$ cat src/rtl/sha_pkg.sv
// sha-256 package: hash constants, round constants and round functions
// used by the front, the block engine and the top level
package sha_pkg;

  localparam logic [1:0] ACT_APPEND = 2'd0;
  localparam logic [1:0] ACT_APPEND_FINISH = 2'd1;
  localparam logic [1:0] ACT_FINISH = 2'd2;
  localparam logic [1:0] ACT_NONE = 2'd3;

  typedef logic [31:0] word_t;

  // command from the front to the engine: one complete block to compress
  typedef struct packed {
    logic [511:0] block;
    logic         last;   // emit digest and restart after this block
  } blk_cmd_t;

  localparam word_t [0:7] INIT_VECTOR = '{
    32'h6a09e667, 32'hbb67ae85, 32'h3c6ef372, 32'ha54ff53a,
    32'h510e527f, 32'h9b05688c, 32'h1f83d9ab, 32'h5be0cd19};

  localparam word_t [0:63] ROUND_CONST = '{
    32'h428a2f98, 32'h71374491, 32'hb5c0fbcf, 32'he9b5dba5,
    32'h3956c25b, 32'h59f111f1, 32'h923f82a4, 32'hab1c5ed5,
    32'hd807aa98, 32'h12835b01, 32'h243185be, 32'h550c7dc3,
    32'h72be5d74, 32'h80deb1fe, 32'h9bdc06a7, 32'hc19bf174,
    32'he49b69c1, 32'hefbe4786, 32'h0fc19dc6, 32'h240ca1cc,
    32'h2de92c6f, 32'h4a7484aa, 32'h5cb0a9dc, 32'h76f988da,
    32'h983e5152, 32'ha831c66d, 32'hb00327c8, 32'hbf597fc7,
    32'hc6e00bf3, 32'hd5a79147, 32'h06ca6351, 32'h14292967,
    32'h27b70a85, 32'h2e1b2138, 32'h4d2c6dfc, 32'h53380d13,
    32'h650a7354, 32'h766a0abb, 32'h81c2c92e, 32'h92722c85,
    32'ha2bfe8a1, 32'ha81a664b, 32'hc24b8b70, 32'hc76c51a3,
    32'hd192e819, 32'hd6990624, 32'hf40e3585, 32'h106aa070,
    32'h19a4c116, 32'h1e376c08, 32'h2748774c, 32'h34b0bcb5,
    32'h391c0cb3, 32'h4ed8aa4a, 32'h5b9cca4f, 32'h682e6ff3,
    32'h748f82ee, 32'h78a5636f, 32'h84c87814, 32'h8cc70208,
    32'h90befffa, 32'ha4506ceb, 32'hbef9a3f7, 32'hc67178f2};

  function automatic word_t rotr(input word_t x, input int n);
    rotr = (x >> n) | (x << (32 - n));
  endfunction

  function automatic word_t big_s0(input word_t x);
    big_s0 = rotr(x, 2) ^ rotr(x, 13) ^ rotr(x, 22);
  endfunction

  function automatic word_t big_s1(input word_t x);
    big_s1 = rotr(x, 6) ^ rotr(x, 11) ^ rotr(x, 25);
  endfunction

  function automatic word_t sml_s0(input word_t x);
    sml_s0 = rotr(x, 7) ^ rotr(x, 18) ^ (x >> 3);
  endfunction

  function automatic word_t sml_s1(input word_t x);
    sml_s1 = rotr(x, 17) ^ rotr(x, 19) ^ (x >> 10);
  endfunction

endpackage

$ cat src/rtl/sha_front.sv
// sha-256 front: packs bytes into blocks, applies padding on finish
// depends on sha_pkg; issues blk_cmd_t towards the block queue
module sha_front import sha_pkg::*; (
  input  logic       clk,
  input  logic       rst,
  input  logic       in_valid,
  output logic       in_ready,
  input  logic [1:0] action,
  input  logic [7:0] data_byte,
  output logic       cmd_valid,
  input  logic       cmd_ready,
  output blk_cmd_t   cmd
);

  typedef enum logic [2:0] {
    S_FILL = 3'b001,
    S_PAD  = 3'b010,
    S_LEN  = 3'b100
  } fstate_t;

  fstate_t      state;
  logic [511:0] block;
  logic [5:0]   fill_count;
  logic [60:0]  message_bytes;
  logic         cmd_pend;
  logic         has_byte;
  logic         finish;
  logic [511:0] pad_block;
  logic [511:0] len_block;

  assign has_byte = (action == ACT_APPEND) || (action == ACT_APPEND_FINISH);
  assign finish = (action == ACT_APPEND_FINISH) || (action == ACT_FINISH);
  assign in_ready = (state == S_FILL) && !cmd_pend;
  assign cmd_valid = cmd_pend;

  // byte i of the block sits at bits [511-8i -: 8]
  always_comb begin
    pad_block = block;
    for (int i = 0; i < 64; i++) begin
      if (i[5:0] == fill_count) pad_block[511 - 8 * i -: 8] = 8'h80;
      else if (i[5:0] > fill_count) pad_block[511 - 8 * i -: 8] = 8'h00;
    end
    len_block = {pad_block[511:64], message_bytes, 3'b000};
  end

  always_ff @(posedge clk) begin
    if (rst) begin
      state <= S_FILL;
      fill_count <= '0;
      message_bytes <= '0;
      cmd_pend <= 1'b0;
    end else begin
      if (cmd_pend && cmd_ready) cmd_pend <= 1'b0;
      case (state)
        S_FILL: begin
          if (in_valid && in_ready) begin
            if (has_byte) begin
              block[511 - 8 * fill_count -: 8] <= data_byte;
              message_bytes <= message_bytes + 61'd1;
              fill_count <= fill_count + 6'd1;
              if (fill_count == 6'd63) begin
                cmd.block <= {block[511:8], data_byte};
                cmd.last <= 1'b0;
                cmd_pend <= 1'b1;
              end
            end
            if (finish) state <= S_PAD;
          end
        end
        S_PAD: begin
          if (!cmd_pend) begin
            if (fill_count >= 6'd56) begin
              cmd.block <= pad_block;
              cmd.last <= 1'b0;
              cmd_pend <= 1'b1;
              block <= '0;
              fill_count <= '0;
              state <= S_LEN;
            end else begin
              cmd.block <= len_block;
              cmd.last <= 1'b1;
              cmd_pend <= 1'b1;
              fill_count <= '0;
              message_bytes <= '0;
              state <= S_FILL;
            end
          end
        end
        S_LEN: begin
          if (!cmd_pend) begin
            cmd.block <= {448'd0, message_bytes, 3'b000};
            cmd.last <= 1'b1;
            cmd_pend <= 1'b1;
            message_bytes <= '0;
            state <= S_FILL;
          end
        end
        default: state <= S_FILL;
      endcase
    end
  end

endmodule

$ cat config.mk
export PLATFORM = sky130hd
export DESIGN_NAME = sha_front
export DESIGN_NICKNAME = d
export VERILOG_FILES = /design/src/rtl/sha_pkg.sv /design/src/rtl/sha_front.sv
export SDC_FILE = /design/constraint.sdc
export NUM_CORES = 2
export LEC_CHECK = 0
export BUFFER_PORTS_ARGS = -buffer_cell sky130_fd_sc_hd__buf_2
export CAP_MARGIN = 30
export CORE_AREA = 2 2 311 313
export DETAILED_ROUTE_END_ITERATION = 6
export DIE_AREA = 0 0 313 315
export PLACE_DENSITY = 0.69
export SYNTH_ARGS = -nofsm -noshare
export SYNTH_HDL_FRONTEND = slang
export SYNTH_SLANG_ARGS = --single-unit
$ cat constraint.sdc
create_clock -name clk -period 113.1 [get_ports clk]
set_clock_uncertainty 0.1 [all_clocks]
set_input_delay 22.62 -clock clk [delete_from_list [all_inputs] [get_ports clk]]
set_output_delay 22.62 -clock clk [all_outputs]
set_load 0.01 [all_outputs]
Yosys cells after proc, flatten, opt, wreduce, memory -nomap -nowiden
Index checks and enable logic that the tools add are counted.
Operators by class
  $add $sub $neg: 4
  $lt $le $gt $ge: 65
  equality and inequality tests: 77
  shift-type cells: 2
  muxes and demuxes: 163
  bitwise operators: 1
  reduce and logical (&&, ||, !) cells: 16
Operator list (number)
  2-to-1 mux 513 bit: 5
  2-to-1 mux 512 bit: 4
  one-hot mux 513 bit (3 select lines): 1
  2-to-1 mux 8 bit: 128
  one-hot mux 512 bit (2 select lines): 1
  variable shift 8 x 34 -> 519 bit, first input constant: 1
  indexed part select 8 x 34 -> 519 bit: 1
  bitwise mux 512 bit: 1
  2-to-1 mux 61 bit: 5
  == test 6 bit, first input constant: 32
  greater-than comparator 6 bit, first input constant: 32
  one-hot mux 61 bit (3 select lines): 1
  == test 5 x 6 -> 1 bit, first input constant: 16
  greater-than comparator 5 x 6 -> 1 bit, first input constant: 16
  2-to-1 mux 65 bit: 1
  adder 61 x 1 -> 61 bit, second input constant: 1
  == test 4 x 6 -> 1 bit, first input constant: 8
  greater-than comparator 4 x 6 -> 1 bit, first input constant: 8
  negator 32 -> 34 bit: 1
  == test 3 x 6 -> 1 bit, first input constant: 4
  greater-than comparator 3 x 6 -> 1 bit, first input constant: 4
  2-to-1 mux 6 bit: 3
  2-to-1 mux 3 bit: 5
  == test 2 x 6 -> 1 bit, first input constant: 2
  other kinds (30): 47
Storage, ports and cells
  register bits: 1096
  output and inout bits: 515

Logic depth before layout (Yosys ltp)
  depth after elaboration: 7
  depth in mapped cells: 11
  gate-level depth less buffers: 7

Least setup slack after synthesis
Ideal clock, no wire load.
  path kind: input to register
  from: input rst
  to: register cmd[0] in the netlist's numbering, enable pin
  data arrival time: 71194 ps
  path slack: 39163 ps
  stages: 2
  cells stage by stage: clkbuf_1 -> nor4_1
On the way
  cells in the longest elaborated chain, start to end: 2
Ends and longest elaborated chain
  from (decl): RTL line sha_front.sv:5  | input logic rst,
  NOT 1 bit (no source line)
  AND reduction 7 bit (no source line)
  to (decl): RTL line sha_front.sv:12  | output blk_cmd_t cmd
Every way passes these cells.
A chain may end at the register's enable or synchronous reset.

Worst setup path after layout
  from: input action[1]
  to: register message_bytes[39]
On the way
  cells in the longest elaborated chain, start to end: 4
  elaborated cells between the ends (all ways): 5
  those cells by class: eq/ne (2); reduce/logical (3)
Ends and longest elaborated chain
  from (decl): RTL line sha_front.sv:8  | input logic [1:0] action,
  == test 2 x 1 -> 1 bit or zero test 2 bit (tied branches): RTL line sha_front.sv:31  | assign has_byte = (action == ACT_APPEND) || (action == ACT_APPEND_FINISH);
  logical OR 1 bit (*): RTL line sha_front.sv:31
  inequality test 2 bit (no source line) (*)
  AND reduction 6 bit (no source line) (*)
  to (signal assigned): RTL line sha_front.sv:59  | message_bytes <= message_bytes + 61'd1;
  to (decl): RTL line sha_front.sv:24  | logic [60:0] message_bytes;
Mark *: on every way between the ends. The rest lies on a longest branch, timed or not.

==> metrics list <==
- Post-CTS timing repair inserted 0 buffers for setup.
- Startpoint type of the worst setup path: input port
- R2R Path End: cmd[332]
* Residual DRC: 4
- Counting both buffers and inverters, the worst setup path holds a total of 2.
- Number of flip-flops and latches in the synthesized netlist: 1088
- Maximum VDD drop: 0.0115 mV
* Syn. warnings: 0
- Hold Worst Slack: 396 ps
- H-Tree Level Count: 3
* Post-route cell area: 55300 um^2
- Worst Hold Class: flop to flop
- The floorplan step defined a core boundary enclosing 95700 um^2.
- Vias after detailed routing: 35400
- Final critical-path setup slack: 87620 ps
- Clock tree synthesis inserted a total of 109 buffers.
* Die footprint: 98600 um^2
- The worst setup path is captured at a flop.
- The worst register-to-register path begins at state[0].
- The worst setup path is of the input port to flop kind.
- In this run the mean area of a mapped cell was 11.4 um^2.
- Hold Buf Count CTS: 0
* Peak Freq: 0.0392 GHz
- Once the clock tree was built, the resizer swapped 0 gates to a different size.
- Initial Util: 0.494
- CTS placed an instance of sky130_fd_sc_hd__clkbuf_16 at the clock tree root.
* DPL Wire Length: 104000 um
- The number of nets handed over by synthesis was 4185.
- In this run the cell area measured after placement is 51500 um^2.
- For the worst setup path, the data arrival time is 25990 ps.
- Antenna violation net count after detailed routing: 0
- Relative to the synthesized area, the layout overhead comes to 16.9%.
- Data on the critical path is required at its endpoint by 113610 ps.
- Number of top-level pins: 529
* Vias per std cell: 5.87
* Cell type contributing the most total cell area after synthesis: sky130_fd_sc_hd__edfxtp_1
- The die is 315 um tall.
- Cell with the largest stage delay on the worst path: sky130_fd_sc_hd__o22ai_1
- Synth cell types: 66
- In the final layout, flip-flops and latches occupy 32000 um^2.
* Row count: 114
* Total gr overflow: 0
* Later-pin clock latency in the skew report: 720 ps
- The flow ran to the end, but the final reports show violations.
- Entering global routing, the biggest net connects 200 pins.
- Total standard cell area after synthesis: 47300 um^2
* Fraction of registers with async set/reset: 0
- Combined area of the multi-input logic cells: 14400 um^2
- Setup repair after global routing left no endpoint under its margin.
- Sorting the synthesized cells by area gives the leading types as sky130_fd_sc_hd__edfxtp_1 65%, sky130_fd_sc_hd__a21oi_1 5.7%, sky130_fd_sc_hd__nand2_1 5.4%.
- Grouping stages by cell kind, the critical path spends the most delay in simple AND/OR/NAND/NOR gates.
- Filler Cell Count: 7990
- Setup total negative slack on the finished layout was measured at 0 ps.
- Placed cells: 5823
* Number of global-route vias before repair: 32900
- Number of enable-type register cells in the synthesized netlist: 1017
- The routed design has 153000 um of wire.
- Wire per inst: 25.4 um
- The clock passes through at most 3 buffers.
- Max FO, Critical Path: 21
- Slack of the worst reg-to-reg path: 108280 ps
- Drt initial violations: 4825
- Violated checks: DRC
* Total inserted antenna cells: 0
- The largest single stage delay on the critical path is 940 ps.
* Slew @ Worst Pin: 1180 ps
- Ys flop type: sky130_fd_sc_hd__edfxtp_1
* Count of cells along the worst hold path: 2
* Clock slew at the register clock pins of the worst setup and hold paths: 60 ps
* Max-slew headroom: 0.212
- Dividing the final minimum period by the clock period gives 0.225.
* Floorplan die width: 313 um
- Area share of the largest cell type after synthesis: 0.646
- Layout Cells excl Fill: 6033
- Across every metal layer, demand over resource in global routing totals 0.301.
* Lkg Pwr: 19.5 nW
- Min cycle time layout: 25480 ps
- OpenSTA, run right after detailed placement, puts the worst setup slack at 86850 ps.
- Setup violations, final: 0
- Power Density: 15.6 nW/um^2
* Final max-slew violation count: 0
- Max cap viols: 0
- Of the synthesized area, sequential elements account for 0.676.
* Global-route wire length before repair: 219000 um
* NumNets Final: 4685
- Synthesized netlist cell count: 4162
- For hold timing, the worst endpoint is message_bytes[60].
- Number of antenna violations at the first check in global routing: 4
- For this run, the detailed router's first-pass iteration total came to 7.
- Number of input and output port buffers inserted: 528
- Walking the worst path, the cells encountered are buf_2 > inv_1 > ha_1 > o21ai_0 > o22ai_1 > nand4_1 > or4_1 > a21oi_1.
- Origin of the worst min-delay path: message_bytes[60]
* Last weighted congestion value of the routability-driven placer: 0.918
- The tree built by TritonCTS fans out to 1088 sinks.
- Fraction of layout cells with a size suffix above 1: 0.173
- Counting cells, the worst reg-to-reg path comes to 7.
* Total count of hold-check failures in the final report: 0
- CTS tree: yes
## state kept, by name, indices dropped and copies added, names as in the netlist
register       cells
block            504
cmd              513
cmd_valid          1
fill_count         6
message_bytes     61
state              3
## power by group
group / total (mW) / internal [mW] / switching (mW)
sequential: 0.448 / 0.445 / 0.00338
combinational: 0.0333 / 0.00874 / 0.0246
clock: 0.383 / 0.221 / 0.162
total: 0.865 / 0.675 / 0.190
## layer usage
metal  share of wire  routed length [um]  GRT usage  vias to the layer above
li1                -                   -          -                    15900
met1            0.39               60300      0.410                    17100
met2            0.46               70500      0.468                     2077
met3            0.10               15400     0.0636                      310
met4           0.045                6910      0.135                        2
met5        0.000085                  13          0                        -
## cell usage in the layout, fill, tap and decap left out, types with 8 or more instances in the layout
| cell | synthesis | routed |
|---|---|---|
| sky130_fd_sc_hd__edfxtp_1 | 1017 | 1017 |
| sky130_fd_sc_hd__nand2_1 | 686 | 684 |
| sky130_fd_sc_hd__a21oi_1 | 536 | 535 |
| sky130_fd_sc_hd__buf_2 | 30 | 530 |
| sky130_fd_sc_hd__nor2_1 | 475 | 474 |
| sky130_fd_sc_hd__and2_1 | 228 | 228 |
| sky130_fd_sc_hd__nor2b_1 | 198 | 198 |
| sky130_fd_sc_hd__nor3_1 | 115 | 112 |
| sky130_fd_sc_hd__clkbuf_16 | 0 | 109 |
| sky130_fd_sc_hd__nand3_1 | 105 | 105 |
| sky130_fd_sc_hd__o21ai_0 | 91 | 91 |
| sky130_fd_sc_hd__dfxtp_1 | 71 | 70 |
| sky130_fd_sc_hd__buf_4 | 0 | 69 |
| sky130_fd_sc_hd__a22o_1 | 57 | 57 |
| sky130_fd_sc_hd__mux2i_1 | 47 | 47 |
| sky130_fd_sc_hd__inv_1 | 33 | 33 |
| sky130_fd_sc_hd__or4_1 | 32 | 32 |
| sky130_fd_sc_hd__or3_1 | 26 | 26 |
| sky130_fd_sc_hd__o31ai_1 | 25 | 25 |
| sky130_fd_sc_hd__clkinv_2 | 0 | 23 |
| sky130_fd_sc_hd__nand4_1 | 21 | 21 |
| sky130_fd_sc_hd__bufinv_16 | 0 | 18 |
| sky130_fd_sc_hd__clkinv_1 | 2 | 17 |
| sky130_fd_sc_hd__and3_1 | 16 | 16 |
| sky130_fd_sc_hd__a31oi_1 | 14 | 14 |
| sky130_fd_sc_hd__clkbuf_1 | 168 | 14 |
| sky130_fd_sc_hd__nand2b_1 | 12 | 12 |
| sky130_fd_sc_hd__clkinvlp_4 | 0 | 12 |
| sky130_fd_sc_hd__nor4_1 | 10 | 9 |
| sky130_fd_sc_hd__xor2_1 | 9 | 9 |
| sky130_fd_sc_hd__ha_1 | 9 | 9 |
| sky130_fd_sc_hd__or2_2 | 8 | 8 |
## cell usage after synthesis (all sizes together) (9+ instances only)
cell type / count
nor3: 117
o31ai: 25
nor2: 475
nor2b: 198
nand2b: 12
mux2i: 47
or3: 26
edfxtp: 1017
nand3: 105
nand4: 23
xor2: 9
dfxtp: 71
o21ai: 95
or4: 32
clkbuf: 168
and3: 16
inv: 34
a31oi: 14
buf: 55
ha: 9
and2: 228
a22o: 58
nand2: 686
nor4: 11
a21oi: 536
## cell type report
| type | count | share of cell area |
|---|---|---|
| clock buffers | 126 | 0.0510 |
| clock inverters | 80 | 0.0172 |
| inverters | 36 | 0.00244 |
| multi-input cells | 2815 | 0.260 |
| flip-flops and latches | 1088 | 0.578 |
| well taps | 1276 | 0.0289 |
| repair buffers | 612 | 0.0621 |
## logic make-up after synthesis
group	count (synthesis)	synth area share
adder cells (fa/ha/maj)	9	0.00238
flip-flops	1088	0.676
AND/OR/NAND/NOR	1955	0.194
buffers and inverters	259	0.0213
AO/OA/AOI/OAI	789	0.0940
multiplexers	47	0.00995
XOR/XNOR	15	0.00278
## worst max path at each step
stage	from	end	slack (ps)	cells past startpoint
finish	action[1]	message_bytes[39]	87620	8
floorplan	rst	cmd[0]	39160	2
global placement	action[1]	message_bytes[50]	86940	8
CTS	action[1]	message_bytes[50]	87560	8
global route	action[1]	message_bytes[39]	87500	8
detailed placement	action[1]	message_bytes[54]	86850	8
## through the flow
step                utilization  power, mW
CTS                       0.577      0.867
finish                    0.578      0.865
global placement          0.536      0.488
detailed placement        0.538      0.489
floorplan                     -      0.483
global route              0.578      0.885
## worst min-delay path, cell delays in order, from the launching register on
cell	delay (ps)
sky130_fd_sc_hd__dfxtp_1	330
sky130_fd_sc_hd__nand2_1	60
sky130_fd_sc_hd__nand3_1	60
(Power assumes the default switching activity.)
