<file path="src/rtl/sha_pkg.sv">
// sha-256 package: hash constants, round constants and round functions
// used by the front, the block engine and the top level
package sha_pkg;

  localparam logic [1:0] ACT_APPEND = 2'd0;
  localparam logic [1:0] ACT_APPEND_FINISH = 2'd1;
  localparam logic [1:0] ACT_FINISH = 2'd2;
  localparam logic [1:0] ACT_NONE = 2'd3;

  typedef logic [31:0] word_t;

  // command from the front to the engine: one complete block to compress
  typedef struct packed {
    logic [511:0] block;
    logic         last;   // emit digest and restart after this block
  } blk_cmd_t;

  localparam word_t [0:7] INIT_VECTOR = '{
    32'h6a09e667, 32'hbb67ae85, 32'h3c6ef372, 32'ha54ff53a,
    32'h510e527f, 32'h9b05688c, 32'h1f83d9ab, 32'h5be0cd19};

  localparam word_t [0:63] ROUND_CONST = '{
    32'h428a2f98, 32'h71374491, 32'hb5c0fbcf, 32'he9b5dba5,
    32'h3956c25b, 32'h59f111f1, 32'h923f82a4, 32'hab1c5ed5,
    32'hd807aa98, 32'h12835b01, 32'h243185be, 32'h550c7dc3,
    32'h72be5d74, 32'h80deb1fe, 32'h9bdc06a7, 32'hc19bf174,
    32'he49b69c1, 32'hefbe4786, 32'h0fc19dc6, 32'h240ca1cc,
    32'h2de92c6f, 32'h4a7484aa, 32'h5cb0a9dc, 32'h76f988da,
    32'h983e5152, 32'ha831c66d, 32'hb00327c8, 32'hbf597fc7,
    32'hc6e00bf3, 32'hd5a79147, 32'h06ca6351, 32'h14292967,
    32'h27b70a85, 32'h2e1b2138, 32'h4d2c6dfc, 32'h53380d13,
    32'h650a7354, 32'h766a0abb, 32'h81c2c92e, 32'h92722c85,
    32'ha2bfe8a1, 32'ha81a664b, 32'hc24b8b70, 32'hc76c51a3,
    32'hd192e819, 32'hd6990624, 32'hf40e3585, 32'h106aa070,
    32'h19a4c116, 32'h1e376c08, 32'h2748774c, 32'h34b0bcb5,
    32'h391c0cb3, 32'h4ed8aa4a, 32'h5b9cca4f, 32'h682e6ff3,
    32'h748f82ee, 32'h78a5636f, 32'h84c87814, 32'h8cc70208,
    32'h90befffa, 32'ha4506ceb, 32'hbef9a3f7, 32'hc67178f2};

  function automatic word_t rotr(input word_t x, input int n);
    rotr = (x >> n) | (x << (32 - n));
  endfunction

  function automatic word_t big_s0(input word_t x);
    big_s0 = rotr(x, 2) ^ rotr(x, 13) ^ rotr(x, 22);
  endfunction

  function automatic word_t big_s1(input word_t x);
    big_s1 = rotr(x, 6) ^ rotr(x, 11) ^ rotr(x, 25);
  endfunction

  function automatic word_t sml_s0(input word_t x);
    sml_s0 = rotr(x, 7) ^ rotr(x, 18) ^ (x >> 3);
  endfunction

  function automatic word_t sml_s1(input word_t x);
    sml_s1 = rotr(x, 17) ^ rotr(x, 19) ^ (x >> 10);
  endfunction

endpackage

</file>
<file path="src/rtl/sha_queue.sv">
// two-entry block queue between front and engine
// depends on sha_pkg for blk_cmd_t
module sha_queue import sha_pkg::*; (
  input  logic     clk,
  input  logic     rst,
  input  logic     wr_valid,
  output logic     wr_ready,
  input  blk_cmd_t wr_data,
  output logic     rd_valid,
  input  logic     rd_ready,
  output blk_cmd_t rd_data
);

  blk_cmd_t   mem [2];
  logic       wr_ptr;
  logic       rd_ptr;
  logic [1:0] count;
  logic       push;
  logic       pop;

  assign wr_ready = count != 2'd2;
  assign rd_valid = count != 2'd0;
  assign rd_data = mem[rd_ptr];
  assign push = wr_valid && wr_ready;
  assign pop = rd_valid && rd_ready;

  always_ff @(posedge clk) begin
    if (push) mem[wr_ptr] <= wr_data;
    if (rst) begin
      wr_ptr <= 1'b0;
      rd_ptr <= 1'b0;
      count <= '0;
    end else begin
      if (push) wr_ptr <= !wr_ptr;
      if (pop) rd_ptr <= !rd_ptr;
      count <= count + {1'b0, push} - {1'b0, pop};
    end
  end

endmodule

</file>
<file path="config.mk">
export PLATFORM = sky130hd
export DESIGN_NAME = sha_queue
export DESIGN_NICKNAME = d
export VERILOG_FILES = /design/src/rtl/sha_pkg.sv /design/src/rtl/sha_queue.sv
export SDC_FILE = /design/constraint.sdc
export NUM_CORES = 1
export LEC_CHECK = 0
export BUFFER_PORTS_ARGS = -buffer_cell sky130_fd_sc_hd__buf_4
export CAP_MARGIN = 20
export CORE_AREA = 2 2 399 401
export DETAILED_ROUTE_END_ITERATION = 6
export DIE_AREA = 0 0 401 403
export GPL_TIMING_DRIVEN = 0
export HOLD_SLACK_MARGIN = 0.15
export REMOVE_ABC_BUFFERS = 1
export SLEW_MARGIN = 20
export SYNTH_ARGS = -nofsm -noshare
export SYNTH_HDL_FRONTEND = slang
export SYNTH_SLANG_ARGS = --single-unit
export TNS_END_PERCENT = 10
</file>
<file path="constraint.sdc">
create_clock -name clk -period 13.02 [get_ports clk]
set_input_delay 0.651 -clock clk [delete_from_list [all_inputs] [get_ports clk]]
set_output_delay 0.651 -clock clk [all_outputs]
set_load 0.05 [all_outputs]
</file>
---- Word level (Yosys, flattened, before mapping) ----
Memories as Yosys holds them, arrays and structs flattened. A register that Yosys moved wholly into a read port is not among the register bits.
Cells that the tools add are included.
cells by class
  add/sub/neg operators ................... 2
  equal/unequal tests ..................... 1
  multiplexer cells ....................... 4
  reductions and logical operators ........ 5
operators by type and width
  cell                                          count
  2-to-1 mux 1 bit                              4
  adder 2 x 1 -> 2 bit                          1
  logical AND 1 bit                             2
  logical NOT 1 bit                             2
  inequality test 2 bit, second input constant  1
  nonzero test 2 bit                            1
  subtractor 2 x 1 -> 2 bit                     1
storage, ports and cells
  bits in registers ....................... 4
  memory bits (writable) .................. 1026
  bits of input ports ..................... 517
  output and inout bits ................... 515
  logic and storage cells ................. 16
  memories ................................ 1
memory list
  name  words  bits a word  rd ports  clocked after memory_dff  write ports  line             RTL
  mem   2      513          1         1                         1            sha_queue.sv:14  blk_cmd_t mem [2];

---- Depth between registers and ports, before layout ----
Gate-level depths: netlist (run 1).
  depth after elaboration ................. 4
  depth in mapped cells ................... 6
  gate-level depth less buffers ........... 6

---- Worst setup path after synthesis (run 1) ----
No wires, ideal clock.
  path type ............................... register to register
  start ................................... reg count[0]
  end ..................................... mem mem[1][0] (netlist name) (enable)
  setup time .............................. 0.948 ns
  arrival time ............................ 12.705 ns
  required time ........................... 12.072 ns
  slack ................................... -0.633 ns
  cell stages (with the launch flop) ...... 3
  path buffers ............................ 0
  period minus slack after synthesis ...... 13.653 ns
  path through ............................ dfxtp_1 > nand2b_1 > and3_1
on the way
  cells in the longest elaborated chain, start to end .. 4
ends and longest elaborated chain
  what                                    line             RTL
  from (decl)                             sha_queue.sv:17  logic [1:0] count;
  from (signal assigned)                  sha_queue.sv:36  count <= count + {1'b0, push} - {1'b0, pop};
  inequality test 2 bit                   sha_queue.sv:21  assign wr_ready = count != 2'd2;
  via wr_ready                            sha_queue.sv:7   output logic wr_ready,
  logical AND 1 bit                       sha_queue.sv:24  assign push = wr_valid && wr_ready;
  2-to-1 mux 1 bit                        sha_queue.sv:28  if (push) mem[wr_ptr] <= wr_data;
  2-to-1 mux 1 bit (implied by the code)  sha_queue.sv:28
  to (decl)                               sha_queue.sv:14
The timed path passes the listed nets, and every way through them passes these cells.

==> results of run 1 <==
[tightest hold or removal path, cell delays in order]
cell     delay (ps)
buf_4           130
a21bo_2         120
a21oi_1          50
[power groups by stage]
stage | Sequential [mW] | Clock (mW) | Combinational (mW)
6_report | 4.11 | 3.14 | 3.81
5_1_grt | 4.14 | 3.37 | 3.94
4_1_cts | 4.11 | 3.24 | 3.85
3_5_place_dp | 4.18 | 0 | 3.70
3_3_place_gp | 4.73 | 0 | 4.72
2_1_floorplan | 4.52 | 0 | 3.31
[kinds of logic (layout without fill, tap and decap cells)]
group / after synthesis / count (layout) / share of synthesized area (%)
AOI/OAI and AO/OA: 6 / 6 / 0.111
DFF: 1031 / 1031 / 78.6
other: 0 / 12 / 0
adders and majority gates: 1 / 1 / 0.0318
xor gates and xnor gates: 1 / 1 / 0.0223
and+or+nand+nor: 15 / 15 / 0.219
muxes: 513 / 513 / 19.2
buffers and inverters: 58 / 1790 / 1.87
[metrics by stage]
step | utilization (%) | power, mW | area, µm²
after floorplan | - | 7.83 | 38600
final | 37.3 | 11.1 | 58700
after global routing | 37.3 | 11.4 | 58700
after global placement | 31.1 | 9.45 | 48900
after detailed placement | 31.7 | 7.88 | 49900
after CTS | 37.2 | 11.2 | 58600
[state kept, by name, indices dropped and copies added, names as in the netlist, named ones only]
register and count:
count 2, mem 1026, wr_ptr 1, rd_ptr 1
[cell usage after synthesis]
cell type	number
edfxtp_1	1026
mux2_4	470
mux2_2	43
buf_8	31
buf_6	22
dfxtp_1	5
buf_2	4
nor2_1	4
and3_1	2
nor2b_1	2
o21ai_0	2
a21bo_2	1
a21oi_1	1
ha_1	1
inv_1	1
nand2b_1	1
nand3_1	1
nand3b_1	1
nor3_1	1
nor4_1	1
nor4bb_1	1
o21ba_2	1
o31a_1	1
or2_2	1
xor2_1	1
[area by class of cell]
class	count	area [µm²]	area share (%)
diodes	12	30.0	0.0512
clock buffers	142	2980	5.08
clock inverters	67	651	1.11
inverters	1	11.3	0.0192
multi-input cells	536	7700	13.1
flip-flops and latches	1031	30900	52.7
well taps	2072	2590	4.42
repair buffers	1580	13800	23.5
[layer usage]
| metal | GRT usage, % | share of wire, % | up-vias |
|---|---|---|---|
| li1 | - | - | 9830 |
| met1 | 14.1 | 37 | 10965 |
| met2 | 22.5 | 51 | 775 |
| met3 | 4.73 | 8.2 | 232 |
| met4 | 6.38 | 4.5 | 12 |
| met5 | 0 | 0.063 | - |
[path summary, 6_finish.rpt]
| kind | endpoint | slack [ps] | cells past startpoint |
|---|---|---|---|
| setup / recovery | rd_data[28] | 8830 | 7 |
| hold / removal | wr_ptr | 320 | 3 |
| setup reg to reg | mem[1][384] | 10290 | 6 |
| hold reg to reg | rd_ptr | 500 | 2 |
[timing repair]
action	in CTS	in global routing
hold endpoints to repair	1031	0
setup buffers	0	0
hold buffers	514	0
==> implementation parameters, run 1 <==
Parameter                              Value

STA
  Worst slew slack as a fraction of its limit    58.4%
  Count of final setup violators    0
  Summed negative setup slack over all endpoints    0 ps
  Max-slew violation count    0
  PnR worst setup slack    8830 ps
  Actual transition at the worst max-transition pin    about 620 ps
  Final hold vios    0
  Highest Clock Rate    0.239 GHz
  Final critical path time including I/O delays and setup    approximately 4200 ps
  Worst clock skew    45.8 ps
  Post-route worst hold slack    317 ps
  Tcrit/Tclk final    32.2%
  RSZ-0062 raised after global routing    no

Synth
  Flops & latches, synth    1031
  Mapped Avg Cell Area    24.2 µm²
  Cell area after technology mapping    0.0393 mm²
  Synth top area share    78.3%
  Yosys Warn Count    0
  Netlist cell types    25
  Number of instances in the synthesized netlist    1625
  Part of the Yosys area used for sequential elements    about four fifths
  Cell type with the largest total area after synthesis    edfxtp_1
  Cell types with the largest area share after synthesis    edfxtp_1, mux2_4, mux2_2, buf_8, buf_6

Drt
  Wirelength, routed    110000 µm
  Count of nets left with antenna violations after detail routing    0
  Drt initial violations    1204
  DRC violation count after routing    0
  DR vias    21814
  Per-cell routed wire length    a little over 20 µm
  Vias per cell    4.01
  1st-pass router iterations    5

Pwr
  Reported leakage power    between 20 and 25 nW
  Relative contribution of the clock network to total power    around 28%
  Switching Share    about 34%
  Power per standard cell area    between 150 and 200 mW/mm²
  Net switching power    3.81 mW
  Peak supply drop    0.126 mV
  Internal power consumption    7.25 mW
  Sequential share of power    37.2%
  Combinational cell fraction of total power    34.4%

Global routing
  Largest net degree at the start of global routing    91
  Wire length of the first global-routing pass    155000 µm
  Global route total overflow    0
  Tot GR Track Use    13.0%
  Via count of the first global-routing pass    23141
  Initial antenna violation count    20

Place
  Post-placement cell count    4706
  Last weighted congestion value of the routability-driven placer    0.816
  Port Buffers    1031
  DP Wirelength    77100 µm
  Setup slack after placement    9520 ps

Hold path
  Worst Min Path Start    wr_valid
  Path type of the worst min-delay path    input port to flip-flop

Worst setup path
  Cell class contributing the biggest share of worst-path delay    buffers and inverters
  Standard cell with the maximum stage delay on the critical path    dfxtp_4
  Setup Crit Path Kind    flip-flop to output pin
  Startpoint of the worst-slack reg-to-reg timing path    count[0]
  Startpoint type of the worst setup path    flip-flop
  Max Fanout on Critical Path    37
  CP arrival    about 3500 ps
  Peak per-stage delay on the critical path    630 ps
  Setup crit end kind    output pin
  Crit path buffers/inverters    6
  Worst path required time    around 12000 ps
  Critical-path cell list    buf_12 -> buf_16 -> buf_16 -> buf_12 -> buf_16 -> mux2_2 -> buf_4
  Cell occurring most often along the worst timing path    buf_16

Die
  Horiz. Die Dim    between 400 and 500 µm
  I/O Pins    1032
  Area of the die    0.162 mm²
  Area of the core region    0.157 mm²
  Starting Density    25.0%
  Site Rows    between 100 and 150
  Die Y    a little over 400 µm

Clock tree
  Worst-path clk slew    approximately 60 ps
  Clock net sink count    1031
  CTS tree    yes
  H-Tree Depth    3
  Root Buffer Master    clkbuf_16
  Cts repair resizes    0
  Worst-case clock buffer depth    3
  Total CTS buffers    113
  Latest clock arrival within the worst-skew pair    720 ps

Outcome
  Run status    completed

Finish
  Number of filler instances in the final layout    14487
  Area added between synthesis and finish    49.1%
  Proportion of layout cells with a drive suffix above 1    52.0%
  Net count of the finished layout    3781
  Filler-free cell count of the finished design    around 5400
  Leading cell type in the layout, fill and taps excluded    buf_4
  Most used cells in the layout excluding fill and tap cells    buf_4, edfxtp_1, dlygate4sd3_1, mux2_4, clkbuf_16

Job
  MaxCap Viol Count    0
No activity file was read; power rests on OpenSTA's default activity.
==> run 2: changes to the inputs <==
==> constraint.sdc (replaced) <==
create_clock -name clk -period 4 [get_ports clk]
set_input_delay 0.2 -clock clk [delete_from_list [all_inputs] [get_ports clk]]
set_output_delay 0.2 -clock clk [all_outputs]
set_load 0.05 [all_outputs]
==> implementation parameters, run 2 (synthesis gave the netlist of run 1 again) <==
Parameter                              Value

Clock tree
  Hold buffers post-CTS    719 (was 514)
  Worst-path clk slew    60 ps (about the same)
  Latest clock arrival within the worst-skew pair    720 ps (about the same)
  H-Tree Depth    3 (unchanged)
  CTS tree    yes (unchanged)
  Cts repair resizes    0 (unchanged)
  Worst-case clock buffer depth    3 (unchanged)
  Buffers inserted by post-CTS timing repair    0 (unchanged)
  Total CTS buffers    113 (unchanged)
  Clock net sink count    1031 (unchanged)
  Root Buffer Master    clkbuf_16 (unchanged)

Global routing
  Global route total overflow    0 (unchanged)
  Initial antenna violation count    22 (was 20)
  Via count of the first global-routing pass    24228 (was 23141)
  Largest net degree at the start of global routing    91 (unchanged)
  Tot GR Track Use    13.4% (was 13.0%)
  Wire length of the first global-routing pass    160000 µm (was 155000 µm)

Drt
  Drt initial violations    1193 (was 1204)
  Count of nets left with antenna violations after detail routing    0 (unchanged)
  Wirelength, routed    113000 µm (was 110000 µm)
  DR vias    22736 (was 21814)
  DRC violation count after routing    0 (unchanged)
  Per-cell routed wire length    20.1 µm (was 20.2 µm)
  1st-pass router iterations    5 (unchanged)
  Vias per cell    4.03 (was 4.01)

Job
  MaxCap Viol Count    0 (unchanged)

Finish
  Most used cells in the layout excluding fill and tap cells    buf_4, edfxtp_1, dlygate4sd3_1, mux2_4, clkbuf_16 (unchanged)
  Net count of the finished layout    3986 (was 3781)
  Leading cell type in the layout, fill and taps excluded    buf_4 (unchanged)
  Fin area    0.0607 mm² (was 0.0587 mm²)
  Largest registers    mem: 1026 flops, count: 2 flops (unchanged)
  Proportion of layout cells with a drive suffix above 1    49.0% (was 52.0%)
  Register ranked first by flip-flop count    mem (unchanged)
  Area added between synthesis and finish    54.3% (was 49.1%)
  Max reg flops    1026 (unchanged)

STA
  Final hold vios    0 (unchanged)
  Max-slew violation count    0 (unchanged)
  Highest Clock Rate    0.268 GHz
  Actual transition at the worst max-transition pin    632 ps (was 624 ps)
  Final critical path time including I/O delays and setup    3730 ps
  Worst slew slack as a fraction of its limit    57.9% (was 58.4%)
  PnR worst setup slack    266 ps (was 8830 ps)
  Count of final setup violators    0 (unchanged)
  Post-route worst hold slack    226 ps (was 317 ps)
  Tcrit/Tclk final    a little over 90%
  Summed negative setup slack over all endpoints    0 ps (unchanged)
  RSZ-0062 raised after global routing    no (unchanged)
  Worst clock skew    48.1 ps (was 45.8 ps)

Pwr
  Reported leakage power    23.3 nW (was 22.5 nW)
  Power per standard cell area    596 mW/mm² (was 189 mW/mm²)
  Combinational cell fraction of total power    34.8% (was 34.4%)
  Peak supply drop    0.467 mV (was 0.126 mV)
  Relative contribution of the clock network to total power    28.3% (was 28.4%)
  Internal power consumption    23.7 mW (was 7.25 mW)
  Sequential share of power    37.0% (was 37.2%)
  Net switching power    12.5 mW (was 3.81 mW)
  Switching Share    34.4% (was 34.5%)

Die
  Area of the core region    0.157 mm² (unchanged)
  I/O Pins    1032 (unchanged)
  Area of the die    0.162 mm² (unchanged)
  Starting Density    25.0% (unchanged)
  Die Y    403 µm (unchanged)
  Horiz. Die Dim    401 µm (unchanged)
  Site Rows    146 (unchanged)

Worst setup path
  Setup Crit Path Kind    flip-flop to output pin (unchanged)
  Peak per-stage delay on the critical path    630 ps (about the same)
  Startpoint of the worst-slack reg-to-reg timing path    count[0] (unchanged)
  Cell occurring most often along the worst timing path    buf_16 (unchanged)
  Max Fanout on Critical Path    37 (unchanged)
  Worst path required time    3800 ps (was 12370 ps)
  CP arrival    3530 ps (was 3540 ps)
  Standard cell with the maximum stage delay on the critical path    dfxtp_4 (unchanged)
  Critical-path cell list    buf_12 -> buf_16 -> buf_16 -> buf_12 -> buf_16 -> mux2_2 -> buf_4 (unchanged)
  Setup crit end kind    output pin (unchanged)
  Startpoint type of the worst setup path    flip-flop (unchanged)

Place
  Last weighted congestion value of the routability-driven placer    0.816 (unchanged)
  Port Buffers    1031 (unchanged)
  DP Wirelength    77100 µm (unchanged)
  Setup slack after placement    953 ps (was 9520 ps)
  Placed standard-cell area    0.0499 mm² (unchanged)

Outcome
  Run status    completed (unchanged)

Hold path
  Path type of the worst min-delay path    input port to flip-flop (unchanged)
  Worst Min Path Start    wr_data[262] (was wr_valid)
[run 2: cell count changes in the layout (fill, tap and decap cells not counted), sizes merged]
cell | before | now
dlygate4sd3 | 514 | 719
diode | 12 | 11
[run 2: metrics by stage]
| stage | instances | total power, mW | util (%) |
|---|---|---|---|
| after floorplan | 1568 | 20.7 | - |
| after global placement | 4671 | 21.2 | 31.1 |
| after detailed placement | 4706 | 25.7 | 31.7 |
| final | 5645 | 36.2 | 38.6 |
| after global routing | 5643 | 37.5 | 38.6 |
| after CTS | 5634 | 36.6 | 38.5 |
[run 2: layout make-up]
class	count	area [µm²]
Antenna cell	11	27.5
Clock buffer	142	2980
Clock inverter	67	651
Fill cell	14239	96700
Inverter	1	11.3
Multi-Input combinational cell	536	7700
Sequential cell	1031	30900
Tap cell	2072	2590
Timing Repair Buffer	1785	15800
[run 2: per-layer routing]
metal	global-route usage [%]	share of wire, %	vias to the layer above
li1	-	-	10245
met5	0	0.063	-
met2	23.3	51	830
met1	14.5	36	11415
met4	6.53	4.3	12
met3	4.71	8.2	234
[run 2: worst paths after layout]
path,slack [ps],to,depth (start not counted)
max,270,rd_data[28],7
min,230,mem[1][262],2
max reg2reg,1270,mem[1][384],6
min reg2reg,520,rd_ptr,2
[run 2: power by group through the flow]
stage	clock network [mW]	logic, mW	registers (mW)
2_1_floorplan	0	6.31	14.4
3_3_place_gp	0	6.88	14.3
3_5_place_dp	0	12.0	13.6
4_1_cts	10.6	12.7	13.4
5_1_grt	11.0	13.0	13.5
6_report	10.2	12.6	13.4
[run 2: worst max-delay path: cells and delay by family, from the launching register on]
kind                   cells  cell delay [ps]
buffers and inverters      6             1610
muxes                      1              450
DFF                        1              630
